===== src/hdl/wsd_pkg.sv =====
// shared types and constants for the wave stream decoder
package wsd_pkg;

	localparam int unsigned QUEUE_DEPTH = 4;
	localparam int unsigned DIV_STEPS = 32;

	localparam logic [31:0] TAG_RIFF = 32'h4646_4952;
	localparam logic [31:0] TAG_WAVE = 32'h4556_4157;
	localparam logic [31:0] TAG_DATA = 32'h6174_6164;
	localparam logic [15:0] FMT_PCM = 16'd1;
	localparam logic [15:0] FMT_FLOAT = 16'd3;
	localparam logic [15:0] FMT_HEAD_BYTES = 16'd16;
	localparam logic [15:0] MAX_DEPTH = 16'd32;
	localparam logic [7:0] PCM8_OFFSET = 8'h80;

	typedef enum logic [3:0] {
		PH_RIFF,
		PH_RIFFSIZE,
		PH_WAVE,
		PH_FMTID,
		PH_FMTSIZE,
		PH_FORMAT,
		PH_CHANNELS,
		PH_RATE,
		PH_BYTERATE,
		PH_ALIGN,
		PH_BITS,
		PH_SKIP,
		PH_CHUNKID,
		PH_CHUNKSIZE,
		PH_DATASIZE,
		PH_SAMPLES
	} phase_t;

	typedef enum logic [1:0] {
		KIND_HEADER = 2'd0,
		KIND_SAMPLE = 2'd1,
		KIND_ERROR = 2'd2
	} kind_t;

	typedef enum logic [2:0] {
		ERR_NONE = 3'd0,
		ERR_NOT_RIFF = 3'd1,
		ERR_NOT_WAVE = 3'd2,
		ERR_DEPTH_OVER = 3'd3,
		ERR_NO_DATA = 3'd4,
		ERR_BAD_DEPTH = 3'd5,
		ERR_BAD_FORMAT = 3'd6
	} err_t;

	// one request from the parser to the output side
	typedef struct packed {
		kind_t kind;
		err_t err;
		logic [15:0] chan;
		logic [31:0] rate;
		logic [31:0] frame;
		logic [31:0] raw;
		logic [1:0] len_m1;
		logic is_float;
		logic last;
	} rec_t;

endpackage


===== src/hdl/wsd_in_if.sv =====
// byte stream channel into the decoder
interface wsd_in_if;
	logic valid;
	logic ready;
	logic [7:0] data_byte;
	logic first_byte;
	logic end_of_stream;

	modport source (output valid, output data_byte, output first_byte, output end_of_stream,
		input ready);
	modport sink (input valid, input data_byte, input first_byte, input end_of_stream,
		output ready);
endinterface


===== src/hdl/wsd_out_if.sv =====
// result channel out of the decoder
interface wsd_out_if;
	logic valid;
	logic ready;
	logic [1:0] result_kind;
	logic [2:0] error_code;
	logic [15:0] channel_total;
	logic [31:0] rate_hz;
	logic [31:0] frame_total;
	logic [15:0] channel_index;
	logic [31:0] frame_index;
	logic signed [31:0] pcm_value;
	logic [31:0] float_bits;
	logic is_float;
	logic last_sample;

	modport source (output valid, output result_kind, output error_code, output channel_total,
		output rate_hz, output frame_total, output channel_index, output frame_index,
		output pcm_value, output float_bits, output is_float, output last_sample,
		input ready);
	modport sink (input valid, input result_kind, input error_code, input channel_total,
		input rate_hz, input frame_total, input channel_index, input frame_index,
		input pcm_value, input float_bits, input is_float, input last_sample,
		output ready);
endinterface


===== src/hdl/wave_stream_decoder.sv =====
// wave stream decoder top level: parser, request queue, output stage
// path: a result passes through the request queue and then the output register;
//   the header waits for the divider to finish before it takes the same path
// throughput: one byte per cycle while the queue has room; the byte that completes the
//   data size holds the input while the divider finds the frame count one bit per cycle
// reset: parser expects a riff tag, queue and output register are empty
module wave_stream_decoder #(
	parameter int unsigned QUEUE_DEPTH = wsd_pkg::QUEUE_DEPTH
) (
	input  logic      clk,
	input  logic      arst_n,
	wsd_in_if.sink    stream,
	wsd_out_if.source result
);
	import wsd_pkg::*;

	logic push_valid;
	logic push_ready;
	rec_t push_rec;
	logic pop_valid;
	logic pop_ready;
	rec_t pop_rec;

	wsd_front u_front (
		.clk        (clk),
		.arst_n     (arst_n),
		.stream     (stream),
		.push_valid (push_valid),
		.push_ready (push_ready),
		.push_rec   (push_rec)
	);

	wsd_fifo #(
		.DEPTH (QUEUE_DEPTH)
	) u_fifo (
		.clk        (clk),
		.arst_n     (arst_n),
		.push_valid (push_valid),
		.push_ready (push_ready),
		.push_rec   (push_rec),
		.pop_valid  (pop_valid),
		.pop_ready  (pop_ready),
		.pop_rec    (pop_rec)
	);

	wsd_back u_back (
		.clk       (clk),
		.arst_n    (arst_n),
		.pop_valid (pop_valid),
		.pop_ready (pop_ready),
		.pop_rec   (pop_rec),
		.result    (result)
	);
endmodule


===== src/hdl/wsd_div.sv =====
// iterative restoring divider, one quotient bit per cycle
module wsd_div (
	input  logic        clk,
	input  logic        arst_n,
	input  logic        start,
	input  logic [31:0] num,
	input  logic [15:0] den,
	output logic        done,
	output logic [31:0] quo
);
	import wsd_pkg::*;

	localparam int unsigned CNT_W = $clog2(DIV_STEPS + 1);

	logic [31:0] quo_q;
	logic [16:0] rem_q;
	logic [15:0] den_q;
	logic [CNT_W-1:0] cnt_q;
	logic busy_q;

	logic [16:0] rem_sh;
	logic [16:0] rem_sub;
	logic q_bit;

	assign rem_sh = {rem_q[15:0], quo_q[31]};
	assign q_bit = rem_sh >= {1'b0, den_q};
	assign rem_sub = q_bit ? (rem_sh - {1'b0, den_q}) : rem_sh;

	always_ff @(posedge clk or negedge arst_n) begin
		if (!arst_n) begin
			quo_q <= '0;
			rem_q <= '0;
			den_q <= '0;
			cnt_q <= '0;
			busy_q <= 1'b0;
		end else if (start) begin
			quo_q <= num;
			rem_q <= '0;
			den_q <= den;
			cnt_q <= CNT_W'(DIV_STEPS);
			busy_q <= 1'b1;
		end else if (busy_q) begin
			quo_q <= {quo_q[30:0], q_bit};
			rem_q <= rem_sub;
			cnt_q <= cnt_q - CNT_W'(1);
			busy_q <= cnt_q != CNT_W'(1);
		end
	end

	assign done = !busy_q;
	assign quo = quo_q;
endmodule


===== src/hdl/wsd_front.sv =====
// chunk parser: takes bytes, tracks the file layout and issues requests
module wsd_front (
	input  logic          clk,
	input  logic          arst_n,
	wsd_in_if.sink        stream,
	output logic          push_valid,
	input  logic          push_ready,
	output wsd_pkg::rec_t push_rec
);
	import wsd_pkg::*;

	phase_t ph_q, ph_d, ph_e;
	logic [1:0] bif_q, bif_d, bif_e;
	logic [31:0] fs_q, fs_d;
	logic [15:0] fmt_q, fmt_d;
	logic [15:0] chans_q, chans_d;
	logic [31:0] rate_q, rate_d;
	logic [15:0] align_q, align_d;
	logic [15:0] depth_q, depth_d;
	logic [31:0] skip_q, skip_d;
	logic [31:0] frames_q, frames_d;
	logic [15:0] ch_now_q, ch_now_d;
	logic [31:0] fr_now_q, fr_now_d;
	logic div_wait_q, div_wait_d;
	logic eos_pend_q, eos_pend_d;

	logic accept;
	logic [2:0] len;
	logic [31:0] field_new;
	logic fdone;
	logic smp_active;
	logic take_en;
	logic [31:0] skip_trim;
	logic [31:0] skip_dec;
	logic res_valid;
	kind_t res_kind;
	err_t res_err;
	logic res_last;
	logic hdr_start;
	logic go_idle;
	logic div_done;
	logic [31:0] div_quo;
	logic [31:0] frames_div;

	assign accept = stream.valid && stream.ready;
	assign ph_e = stream.first_byte ? PH_RIFF : ph_q;
	assign bif_e = stream.first_byte ? 2'd0 : bif_q;

	always_comb begin
		case (ph_e)
			PH_FORMAT, PH_CHANNELS, PH_ALIGN, PH_BITS: len = 3'd2;
			PH_SAMPLES: len = (fmt_q == FMT_FLOAT) ? 3'd4 : depth_q[5:3];
			default: len = 3'd4;
		endcase
	end

	assign field_new = ((bif_e == 2'd0) ? 32'd0 : fs_q) | ({24'd0, stream.data_byte} << {bif_e, 3'b000});
	assign fdone = ({1'b0, bif_e} + 3'd1) >= len;
	assign smp_active = (chans_q != 16'd0) && (fr_now_q < frames_q);
	assign take_en = (ph_e != PH_SKIP) && !((ph_e == PH_SAMPLES) && !smp_active);
	assign skip_trim = (skip_q > {16'd0, FMT_HEAD_BYTES}) ? (skip_q - {16'd0, FMT_HEAD_BYTES}) : 32'd0;
	assign skip_dec = (skip_q != 32'd0) ? (skip_q - 32'd1) : skip_q;
	assign frames_div = (align_q == 16'd0) ? 32'd0 : div_quo;

	wsd_div u_div (
		.clk    (clk),
		.arst_n (arst_n),
		.start  (hdr_start),
		.num    (field_new),
		.den    (align_q),
		.done   (div_done),
		.quo    (div_quo)
	);

	// next state
	always_comb begin
		ph_d = ph_q;
		bif_d = bif_q;
		fs_d = fs_q;
		fmt_d = fmt_q;
		chans_d = chans_q;
		rate_d = rate_q;
		align_d = align_q;
		depth_d = depth_q;
		skip_d = skip_q;
		frames_d = frames_q;
		ch_now_d = ch_now_q;
		fr_now_d = fr_now_q;
		div_wait_d = div_wait_q;
		eos_pend_d = eos_pend_q;
		res_valid = 1'b0;
		res_kind = KIND_ERROR;
		res_err = ERR_NONE;
		res_last = 1'b0;
		hdr_start = 1'b0;
		go_idle = 1'b0;
		if (div_wait_q) begin
			if (div_done && push_ready) begin
				div_wait_d = 1'b0;
				frames_d = eos_pend_q ? 32'd0 : frames_div;
				ch_now_d = '0;
				fr_now_d = '0;
			end
		end else if (accept) begin
			ph_d = ph_e;
			bif_d = bif_e;
			if (take_en) begin
				bif_d = fdone ? 2'd0 : (bif_e + 2'd1);
				fs_d = field_new;
			end
			case (ph_e)
				PH_RIFF: begin
					if (fdone) begin
						if (field_new != TAG_RIFF) begin
							res_valid = 1'b1;
							res_err = ERR_NOT_RIFF;
						end else begin
							ph_d = PH_RIFFSIZE;
						end
					end
				end
				PH_RIFFSIZE: begin
					if (fdone) ph_d = PH_WAVE;
				end
				PH_WAVE: begin
					if (fdone) begin
						if (field_new != TAG_WAVE) begin
							res_valid = 1'b1;
							res_err = ERR_NOT_WAVE;
						end else begin
							ph_d = PH_FMTID;
						end
					end
				end
				PH_FMTID: begin
					if (fdone) ph_d = PH_FMTSIZE;
				end
				PH_FMTSIZE: begin
					if (fdone) begin
						skip_d = field_new;
						ph_d = PH_FORMAT;
					end
				end
				PH_FORMAT: begin
					if (fdone) begin
						fmt_d = field_new[15:0];
						ph_d = PH_CHANNELS;
					end
				end
				PH_CHANNELS: begin
					if (fdone) begin
						chans_d = field_new[15:0];
						ph_d = PH_RATE;
					end
				end
				PH_RATE: begin
					if (fdone) begin
						rate_d = field_new;
						ph_d = PH_BYTERATE;
					end
				end
				PH_BYTERATE: begin
					if (fdone) ph_d = PH_ALIGN;
				end
				PH_ALIGN: begin
					if (fdone) begin
						align_d = field_new[15:0];
						ph_d = PH_BITS;
					end
				end
				PH_BITS: begin
					if (fdone) begin
						depth_d = field_new[15:0];
						if (field_new[15:0] > MAX_DEPTH) begin
							res_valid = 1'b1;
							res_err = ERR_DEPTH_OVER;
						end else begin
							skip_d = skip_trim;
							ph_d = (skip_trim != 32'd0) ? PH_SKIP : PH_CHUNKID;
						end
					end
				end
				PH_SKIP: begin
					skip_d = skip_dec;
					if (skip_dec == 32'd0) ph_d = PH_CHUNKID;
				end
				PH_CHUNKID: begin
					if (fdone) ph_d = (field_new == TAG_DATA) ? PH_DATASIZE : PH_CHUNKSIZE;
				end
				PH_CHUNKSIZE: begin
					if (fdone) begin
						skip_d = field_new;
						ph_d = (field_new != 32'd0) ? PH_SKIP : PH_CHUNKID;
					end
				end
				PH_DATASIZE: begin
					if (fdone) begin
						if ((fmt_q == FMT_PCM) &&
							!(depth_q inside {16'd8, 16'd16, 16'd24, 16'd32})) begin
							res_valid = 1'b1;
							res_err = ERR_BAD_DEPTH;
						end else if ((fmt_q != FMT_PCM) && (fmt_q != FMT_FLOAT)) begin
							res_valid = 1'b1;
							res_err = ERR_BAD_FORMAT;
						end else begin
							hdr_start = 1'b1;
							div_wait_d = 1'b1;
							eos_pend_d = stream.end_of_stream;
							ph_d = PH_SAMPLES;
							frames_d = '0;
							ch_now_d = '0;
							fr_now_d = '0;
						end
					end
				end
				PH_SAMPLES: begin
					if (smp_active && fdone) begin
						res_valid = 1'b1;
						res_kind = KIND_SAMPLE;
						res_last = (fr_now_q == (frames_q - 32'd1)) &&
							(ch_now_q == (chans_q - 16'd1));
						if (({1'b0, ch_now_q} + 17'd1) >= {1'b0, chans_q}) begin
							ch_now_d = '0;
							fr_now_d = fr_now_q + 32'd1;
						end else begin
							ch_now_d = ch_now_q + 16'd1;
						end
					end
				end
				default: ph_d = ph_e;
			endcase
			if (stream.end_of_stream) begin
				if (!res_valid && !hdr_start && (ph_d != PH_SAMPLES)) begin
					res_valid = 1'b1;
					res_kind = KIND_ERROR;
					res_err = ERR_NO_DATA;
				end
				go_idle = 1'b1;
			end
			if (res_valid && (res_kind == KIND_ERROR)) go_idle = 1'b1;
			if (go_idle) begin
				ph_d = PH_SAMPLES;
				frames_d = '0;
				ch_now_d = '0;
				fr_now_d = '0;
				bif_d = 2'd0;
			end
		end
	end

	// outputs
	always_comb begin
		push_valid = 1'b0;
		push_rec = '0;
		if (div_wait_q) begin
			push_valid = div_done;
			push_rec.kind = KIND_HEADER;
			push_rec.chan = chans_q;
			push_rec.rate = rate_q;
			push_rec.frame = frames_div;
		end else if (res_valid) begin
			push_valid = 1'b1;
			push_rec.kind = res_kind;
			if (res_kind == KIND_SAMPLE) begin
				push_rec.chan = ch_now_q;
				push_rec.frame = fr_now_q;
				push_rec.raw = field_new;
				push_rec.len_m1 = 2'(len - 3'd1);
				push_rec.is_float = fmt_q == FMT_FLOAT;
				push_rec.last = res_last;
			end else begin
				push_rec.err = res_err;
			end
		end
		stream.ready = !div_wait_q && push_ready;
	end

	always_ff @(posedge clk or negedge arst_n) begin
		if (!arst_n) begin
			ph_q <= PH_RIFF;
			bif_q <= '0;
			fs_q <= '0;
			fmt_q <= '0;
			chans_q <= '0;
			rate_q <= '0;
			align_q <= '0;
			depth_q <= '0;
			skip_q <= '0;
			frames_q <= '0;
			ch_now_q <= '0;
			fr_now_q <= '0;
			div_wait_q <= 1'b0;
			eos_pend_q <= 1'b0;
		end else begin
			ph_q <= ph_d;
			bif_q <= bif_d;
			fs_q <= fs_d;
			fmt_q <= fmt_d;
			chans_q <= chans_d;
			rate_q <= rate_d;
			align_q <= align_d;
			depth_q <= depth_d;
			skip_q <= skip_d;
			frames_q <= frames_d;
			ch_now_q <= ch_now_d;
			fr_now_q <= fr_now_d;
			div_wait_q <= div_wait_d;
			eos_pend_q <= eos_pend_d;
		end
	end
endmodule


===== src/hdl/wsd_fifo.sv =====
// short request queue between parser and output stage
module wsd_fifo #(
	parameter int unsigned DEPTH = wsd_pkg::QUEUE_DEPTH
) (
	input  logic          clk,
	input  logic          arst_n,
	input  logic          push_valid,
	output logic          push_ready,
	input  wsd_pkg::rec_t push_rec,
	output logic          pop_valid,
	input  logic          pop_ready,
	output wsd_pkg::rec_t pop_rec
);
	import wsd_pkg::*;

	localparam int unsigned PTR_W = (DEPTH > 1) ? $clog2(DEPTH) : 1;
	localparam int unsigned CNT_W = $clog2(DEPTH + 1);

	rec_t mem_q [DEPTH];
	logic [PTR_W-1:0] wr_q;
	logic [PTR_W-1:0] rd_q;
	logic [CNT_W-1:0] cnt_q;
	logic do_push;
	logic do_pop;

	assign push_ready = cnt_q != CNT_W'(DEPTH);
	assign pop_valid = cnt_q != CNT_W'(0);
	assign do_push = push_valid && push_ready;
	assign do_pop = pop_valid && pop_ready;
	assign pop_rec = mem_q[rd_q];

	always_ff @(posedge clk) begin
		if (do_push) mem_q[wr_q] <= push_rec;
	end

	always_ff @(posedge clk or negedge arst_n) begin
		if (!arst_n) begin
			wr_q <= '0;
			rd_q <= '0;
			cnt_q <= '0;
		end else begin
			if (do_push) wr_q <= (wr_q == PTR_W'(DEPTH - 1)) ? '0 : (wr_q + PTR_W'(1));
			if (do_pop) rd_q <= (rd_q == PTR_W'(DEPTH - 1)) ? '0 : (rd_q + PTR_W'(1));
			if (do_push && !do_pop) cnt_q <= cnt_q + CNT_W'(1);
			else if (do_pop && !do_push) cnt_q <= cnt_q - CNT_W'(1);
		end
	end
endmodule


===== src/hdl/wsd_back.sv =====
// output stage: formats requests into results and holds them for the sink
module wsd_back (
	input  logic          clk,
	input  logic          arst_n,
	input  logic          pop_valid,
	output logic          pop_ready,
	input  wsd_pkg::rec_t pop_rec,
	wsd_out_if.source     result
);
	import wsd_pkg::*;

	logic valid_q;
	logic [1:0] kind_q;
	logic [2:0] err_q;
	logic [15:0] ch_tot_q;
	logic [31:0] rate_q;
	logic [31:0] fr_tot_q;
	logic [15:0] ch_idx_q;
	logic [31:0] fr_idx_q;
	logic [31:0] pcm_q;
	logic [31:0] flt_q;
	logic is_flt_q;
	logic last_q;

	logic [31:0] pcm_fix;
	logic is_hdr;
	logic is_smp;

	assign pop_ready = !valid_q || result.ready;
	assign is_hdr = pop_rec.kind == KIND_HEADER;
	assign is_smp = pop_rec.kind == KIND_SAMPLE;

	// left-justify to q1.31, 8-bit data is offset binary
	always_comb begin
		case (pop_rec.len_m1)
			2'd0: pcm_fix = {pop_rec.raw[7:0] ^ PCM8_OFFSET, 24'd0};
			2'd1: pcm_fix = {pop_rec.raw[15:0], 16'd0};
			2'd2: pcm_fix = {pop_rec.raw[23:0], 8'd0};
			default: pcm_fix = pop_rec.raw;
		endcase
	end

	always_ff @(posedge clk or negedge arst_n) begin
		if (!arst_n) begin
			valid_q <= 1'b0;
		end else if (pop_ready) begin
			valid_q <= pop_valid;
		end
	end

	always_ff @(posedge clk) begin
		if (pop_ready && pop_valid) begin
			kind_q <= pop_rec.kind;
			err_q <= pop_rec.err;
			ch_tot_q <= is_hdr ? pop_rec.chan : 16'd0;
			rate_q <= is_hdr ? pop_rec.rate : 32'd0;
			fr_tot_q <= is_hdr ? pop_rec.frame : 32'd0;
			ch_idx_q <= is_smp ? pop_rec.chan : 16'd0;
			fr_idx_q <= is_smp ? pop_rec.frame : 32'd0;
			pcm_q <= (is_smp && !pop_rec.is_float) ? pcm_fix : 32'd0;
			flt_q <= (is_smp && pop_rec.is_float) ? pop_rec.raw : 32'd0;
			is_flt_q <= is_smp && pop_rec.is_float;
			last_q <= is_smp && pop_rec.last;
		end
	end

	assign result.valid = valid_q;
	assign result.result_kind = kind_q;
	assign result.error_code = err_q;
	assign result.channel_total = ch_tot_q;
	assign result.rate_hz = rate_q;
	assign result.frame_total = fr_tot_q;
	assign result.channel_index = ch_idx_q;
	assign result.frame_index = fr_idx_q;
	assign result.pcm_value = signed'(pcm_q);
	assign result.float_bits = flt_q;
	assign result.is_float = is_flt_q;
	assign result.last_sample = last_q;
endmodule


===== src/flat_wrapper.sv =====
// flat-port wrapper written by rule: the top's interface ports become plain ports
module wave_stream_decoder_flat import wsd_pkg::*;
#(
	parameter int unsigned QUEUE_DEPTH = wsd_pkg::QUEUE_DEPTH
)
  (clk, arst_n, stream_valid, stream_data_byte, stream_first_byte, stream_end_of_stream, stream_ready, result_valid, result_result_kind, result_error_code, result_channel_total, result_rate_hz, result_frame_total, result_channel_index, result_frame_index, result_pcm_value, result_float_bits, result_is_float, result_last_sample, result_ready);
  wsd_in_if stream_i ();
  wsd_out_if result_i ();
  input  logic clk;
  input  logic arst_n;
  input wire logic [$bits(stream_i.valid)-1:0] stream_valid;
  input wire logic [$bits(stream_i.data_byte)-1:0] stream_data_byte;
  input wire logic [$bits(stream_i.first_byte)-1:0] stream_first_byte;
  input wire logic [$bits(stream_i.end_of_stream)-1:0] stream_end_of_stream;
  output wire logic [$bits(stream_i.ready)-1:0] stream_ready;
  output wire logic [$bits(result_i.valid)-1:0] result_valid;
  output wire logic [$bits(result_i.result_kind)-1:0] result_result_kind;
  output wire logic [$bits(result_i.error_code)-1:0] result_error_code;
  output wire logic [$bits(result_i.channel_total)-1:0] result_channel_total;
  output wire logic [$bits(result_i.rate_hz)-1:0] result_rate_hz;
  output wire logic [$bits(result_i.frame_total)-1:0] result_frame_total;
  output wire logic [$bits(result_i.channel_index)-1:0] result_channel_index;
  output wire logic [$bits(result_i.frame_index)-1:0] result_frame_index;
  output wire logic [$bits(result_i.pcm_value)-1:0] result_pcm_value;
  output wire logic [$bits(result_i.float_bits)-1:0] result_float_bits;
  output wire logic [$bits(result_i.is_float)-1:0] result_is_float;
  output wire logic [$bits(result_i.last_sample)-1:0] result_last_sample;
  input wire logic [$bits(result_i.ready)-1:0] result_ready;
  assign stream_i.valid = stream_valid;
  assign stream_i.data_byte = stream_data_byte;
  assign stream_i.first_byte = stream_first_byte;
  assign stream_i.end_of_stream = stream_end_of_stream;
  assign stream_ready = stream_i.ready;
  assign result_valid = result_i.valid;
  assign result_result_kind = result_i.result_kind;
  assign result_error_code = result_i.error_code;
  assign result_channel_total = result_i.channel_total;
  assign result_rate_hz = result_i.rate_hz;
  assign result_frame_total = result_i.frame_total;
  assign result_channel_index = result_i.channel_index;
  assign result_frame_index = result_i.frame_index;
  assign result_pcm_value = result_i.pcm_value;
  assign result_float_bits = result_i.float_bits;
  assign result_is_float = result_i.is_float;
  assign result_last_sample = result_i.last_sample;
  assign result_i.ready = result_ready;
  wave_stream_decoder #(.QUEUE_DEPTH(QUEUE_DEPTH)) u_core (.clk(clk), .arst_n(arst_n), .stream(stream_i), .result(result_i));
endmodule

===== config.mk =====
export PLATFORM = sky130hd
export DESIGN_NAME = wave_stream_decoder_flat
export DESIGN_NICKNAME = d
export VERILOG_FILES = /design/src/hdl/wsd_pkg.sv /design/src/hdl/wsd_in_if.sv /design/src/hdl/wsd_out_if.sv /design/src/hdl/wave_stream_decoder.sv /design/src/hdl/wsd_div.sv /design/src/hdl/wsd_front.sv /design/src/hdl/wsd_fifo.sv /design/src/hdl/wsd_back.sv /design/src/flat_wrapper.sv
export SDC_FILE = /design/constraint.sdc
export NUM_CORES = 2
export LEC_CHECK = 0
export ABC_AREA = 1
export BUFFER_PORTS_ARGS = -buffer_cell sky130_fd_sc_hd__clkbuf_2
export CORE_ASPECT_RATIO = 0.7
export CORE_MARGIN = 2
export CORE_UTILIZATION = 58
export CTS_CLUSTER_SIZE = 12
export DETAILED_ROUTE_END_ITERATION = 16
export PLACE_DENSITY = 0.74
export SYNTH_ARGS = -nofsm -noshare
export SYNTH_HDL_FRONTEND = slang
export SYNTH_HIERARCHICAL = 1
export SYNTH_SLANG_ARGS = --single-unit

===== constraint.sdc =====
create_clock -name clk -period 12.12 [get_ports clk]
set_input_delay 1.212 -clock clk [delete_from_list [all_inputs] [get_ports clk]]
set_output_delay 1.212 -clock clk [all_outputs]
set_load 0.01 [all_outputs]

==> flow_summary.toml <==
[synth]
synthCells = 5548
yosysUniqueCellTypes = 65
synth.area.top_cells = "edfxtp_1 (40%), dfrtp_1 (16%), nand2_1 (9.9%)"
seq_area_frac_synth_pct = 56.2
synth_most_common_cell = "nand2_1"
syn_avg_cell_area_sq_um = 9.20
yosys-top-cells-count = "nand2_1 (1343), inv_1 (825), edfxtp_1 (683)"
synth-main-ff-cell = "edfxtp_1"
yosysTopAreaCell = "edfxtp_1"
synth_edf_count = 683
syn-cell-area_sq_um = 51100
synthArstFlopShare_pct = 32.4
ys_ff_latch = 1010
yosys_warnings = 6
syn-num-nets = 5650
yosysTopAreaCellShare_pct = 40.2

[finish]
utilization_pct = 63.8
drive_gt1_share_pct = 9.92
postLayoutCellArea_sq_um = 55400
nFillCells = 7051
area_growth_pct = 8.44
layout.nets = 5776
final_cells = 6899

[timing]
fin_setup_tns_ns = 0
fmax_mhz = 129
setup_viol = 0
finalClockSkew_ns = 0.0297
hold_viol = 0
relSlewSlack_pct = 19.8
tightest_slew_ns = 1.20
finalCritPeriodShare_pct = 63.8
finalCriticalPeriod_ns = 7.74
grt_setup_unrepaired = "false"
slew_violations = 0

[critical_path]
startpoint_type = "primary input"
regToRegStartpoint = "u_core/u_front/ph_q[0]$_DFFE_PN0P_"
ff2ff_setup_slack_ns = 4.81
path_class = "in2reg"
critPathCaptureType = "register"
r2r_cells = 27
crit_fanout = 57
worst_path_most_repeated_cell = "nand2_1"
slowest_stage = "nor2_4"
crit_path_max_incr_delay_ns = 0.83
r2r-end = "u_core/u_fifo/mem_q[0][60]$_DFFE_PP_"
cp.arrival_ns = 8.03
required_ns = 12.41

[cts]
clk_pin_slew_ns = 0.06
h-tree-depth = 3
cts-buffers-inserted = 98
cts.sinks = 1010
cts_buffer_depth = 3
postCtsHoldBufs = 0
cts_tree = "yes"
cts-root-buf = "clkbuf_16"
post_cts_buffers = 0
clk_latency_ns = 0.68
cts_resized = 0

[flow_run]
drv_cap = 0

[global_route]
overflow = 0
grt_pass1_vias = 35900
grt_max_degree = 244
grt_pass1_wl_microns = 213000
antenna_found_initial = 6
gr-usage-all-layers_pct = 30.9

[worst_hold_path]
hold_depth = 2
hold_path_end = "u_core/u_front/fmt_q[11]$_DFFE_PN0P_"
hold_path_class = "reg2reg"
hp-start = "u_core/u_front/fmt_q[11]$_DFFE_PN0P_"

[routing]
drtIter0Drc = 5231
via_per_inst = 5.71
postRouteAntennaNets = 0
dr.pass1.iters = 7
finalWirelength_microns = 141000
wl_per_cell_microns = 20.4
drc = 0
vias = 39400

[floorplanning]
die_h_microns = 252
coreArea_sq_um = 86700
die_width_microns = 359
initial_core_util_pct = 58.9
boundaryPins = 215
die_area_sq_um = 90500
rows = 90

[placed_design]
portBuffers = 214
place_inst = 6724
dpl.hpwl_microns = 98100
gp_routability_congestion = 1.03
place_area_sq_um = 52400

[power]
pwr-share-seq_pct = 41.4
peakVddDrop_mv = 0.231
switchingPower_w = 0.00476
cellLeakagePower_nw = 24.3
p_per_area_nw_per_um2 = 218
swShare_pct = 39.4
total_power_w = 0.0121
clkPwrFrac_pct = 23.8
intPower_w = 0.00733
p_comb_share_pct = 34.8

[outcome]
outcome = "complete, no violations"
critical path: cells and delay by family:
kind	cells	cell delay, ns
simple gates	17	3.90
buf+inv	7	2.22
compound gates	2	0.33
fa+ha+maj	1	0.21
through the flow:
stage / setup WS [ns] / hold slack (ns)
after floorplan: 0.544 / 0.446
after global placement: 4.04 / 0.468
after detailed placement: 4.00 / 0.475
after CTS: 4.71 / 0.490
after global routing: 3.86 / 0.514
final: 4.38 / 0.488
routing by layer:
metal  vias up  share of wire (%)  global-route usage (%)
met3       210                 11                    7.32
met2      1919                 43                    44.6
met1     18700                 44                    46.9
met4         2                2.4                    7.64
met5         -             0.0085                       0
li1      18500                  -                       -
power groups by stage:
stage               Clock, W  Combinational, W  Sequential, W
floorplan                  0           0.00292        0.00518
global placement           0           0.00407        0.00504
detailed placement         0           0.00414        0.00506
CTS                  0.00291           0.00416        0.00500
global route         0.00305           0.00462        0.00507
finish               0.00287           0.00421        0.00501
cells in the final DEF (no fill, tap or decap), types with 64 or more instances in the layout:
cell type and instances:
nor2_2 81, o211ai_1 238, a21oi_1 75, clkbuf_16 99
xor2_1 101, nand3_1 315, o21ai_0 275, inv_1 825
dfrtp_1 325, nor3_1 64, o21ai_1 67, clkbuf_2 213
edfxtp_1 683, ha_1 86, nand2_1 1343, nor2_1 508
logic make-up (layout without fill, tap and decap cells):
logic type,count (synthesis),in the layout,share of synthesized area (%)
AOI/OAI and AO/OA,801,801,10.0
xor gates and xnor gates,116,116,2.02
adders and majority gates,88,88,2.19
buffers and inverters,1090,1290,9.40
DFF,1010,1010,56.2
other,0,1,0
and+or+nand+nor,2443,2443,20.2
cell type report:
type	count	area [sq um]	share of cell area, %
well taps	1150	1440	2.60
clock inverters	18	233	0.420
multi-input cells	3448	17600	31.9
diodes	1	2.50	0.00452
flip-flops and latches	1010	28700	51.8
clock buffers	156	2700	4.88
repair buffers	259	1430	2.59
inverters	857	3220	5.82
state kept, by name, summed over array words and instances (netlist names), 32 cells and up:
| register | cells |
|---|---|
| u_core/u_back/result.float_bits | 32 |
| u_core/u_back/result.frame_index | 32 |
| u_core/u_back/result.frame_total | 32 |
| u_core/u_back/result.pcm_value | 32 |
| u_core/u_back/result.rate_hz | 32 |
| u_core/u_fifo/mem_q | 484 |
| u_core/u_front/fr_now_q | 32 |
| u_core/u_front/frames_q | 32 |
| u_core/u_front/fs_q | 32 |
| u_core/u_front/rate_q | 32 |
| u_core/u_front/skip_q | 32 |
| u_core/u_front/u_div/quo | 32 |
worst max path at each step:
stage                                                                      to               from  depth (start not counted)
after floorplan           u_core/u_back/result.channel_index[0]$_SDFFCE_PP0P_       result_ready                          2
after global placement                   u_core/u_fifo/mem_q[0][60]$_DFFE_PP_  stream_first_byte                         27
after detailed placement                 u_core/u_fifo/mem_q[1][61]$_DFFE_PP_  stream_first_byte                         27
after CTS                                u_core/u_fifo/mem_q[1][61]$_DFFE_PP_  stream_first_byte                         27
after global routing                     u_core/u_fifo/mem_q[0][60]$_DFFE_PP_  stream_first_byte                         27
final                                    u_core/u_fifo/mem_q[0][60]$_DFFE_PP_  stream_first_byte                         27
(Power assumes the default switching activity.)
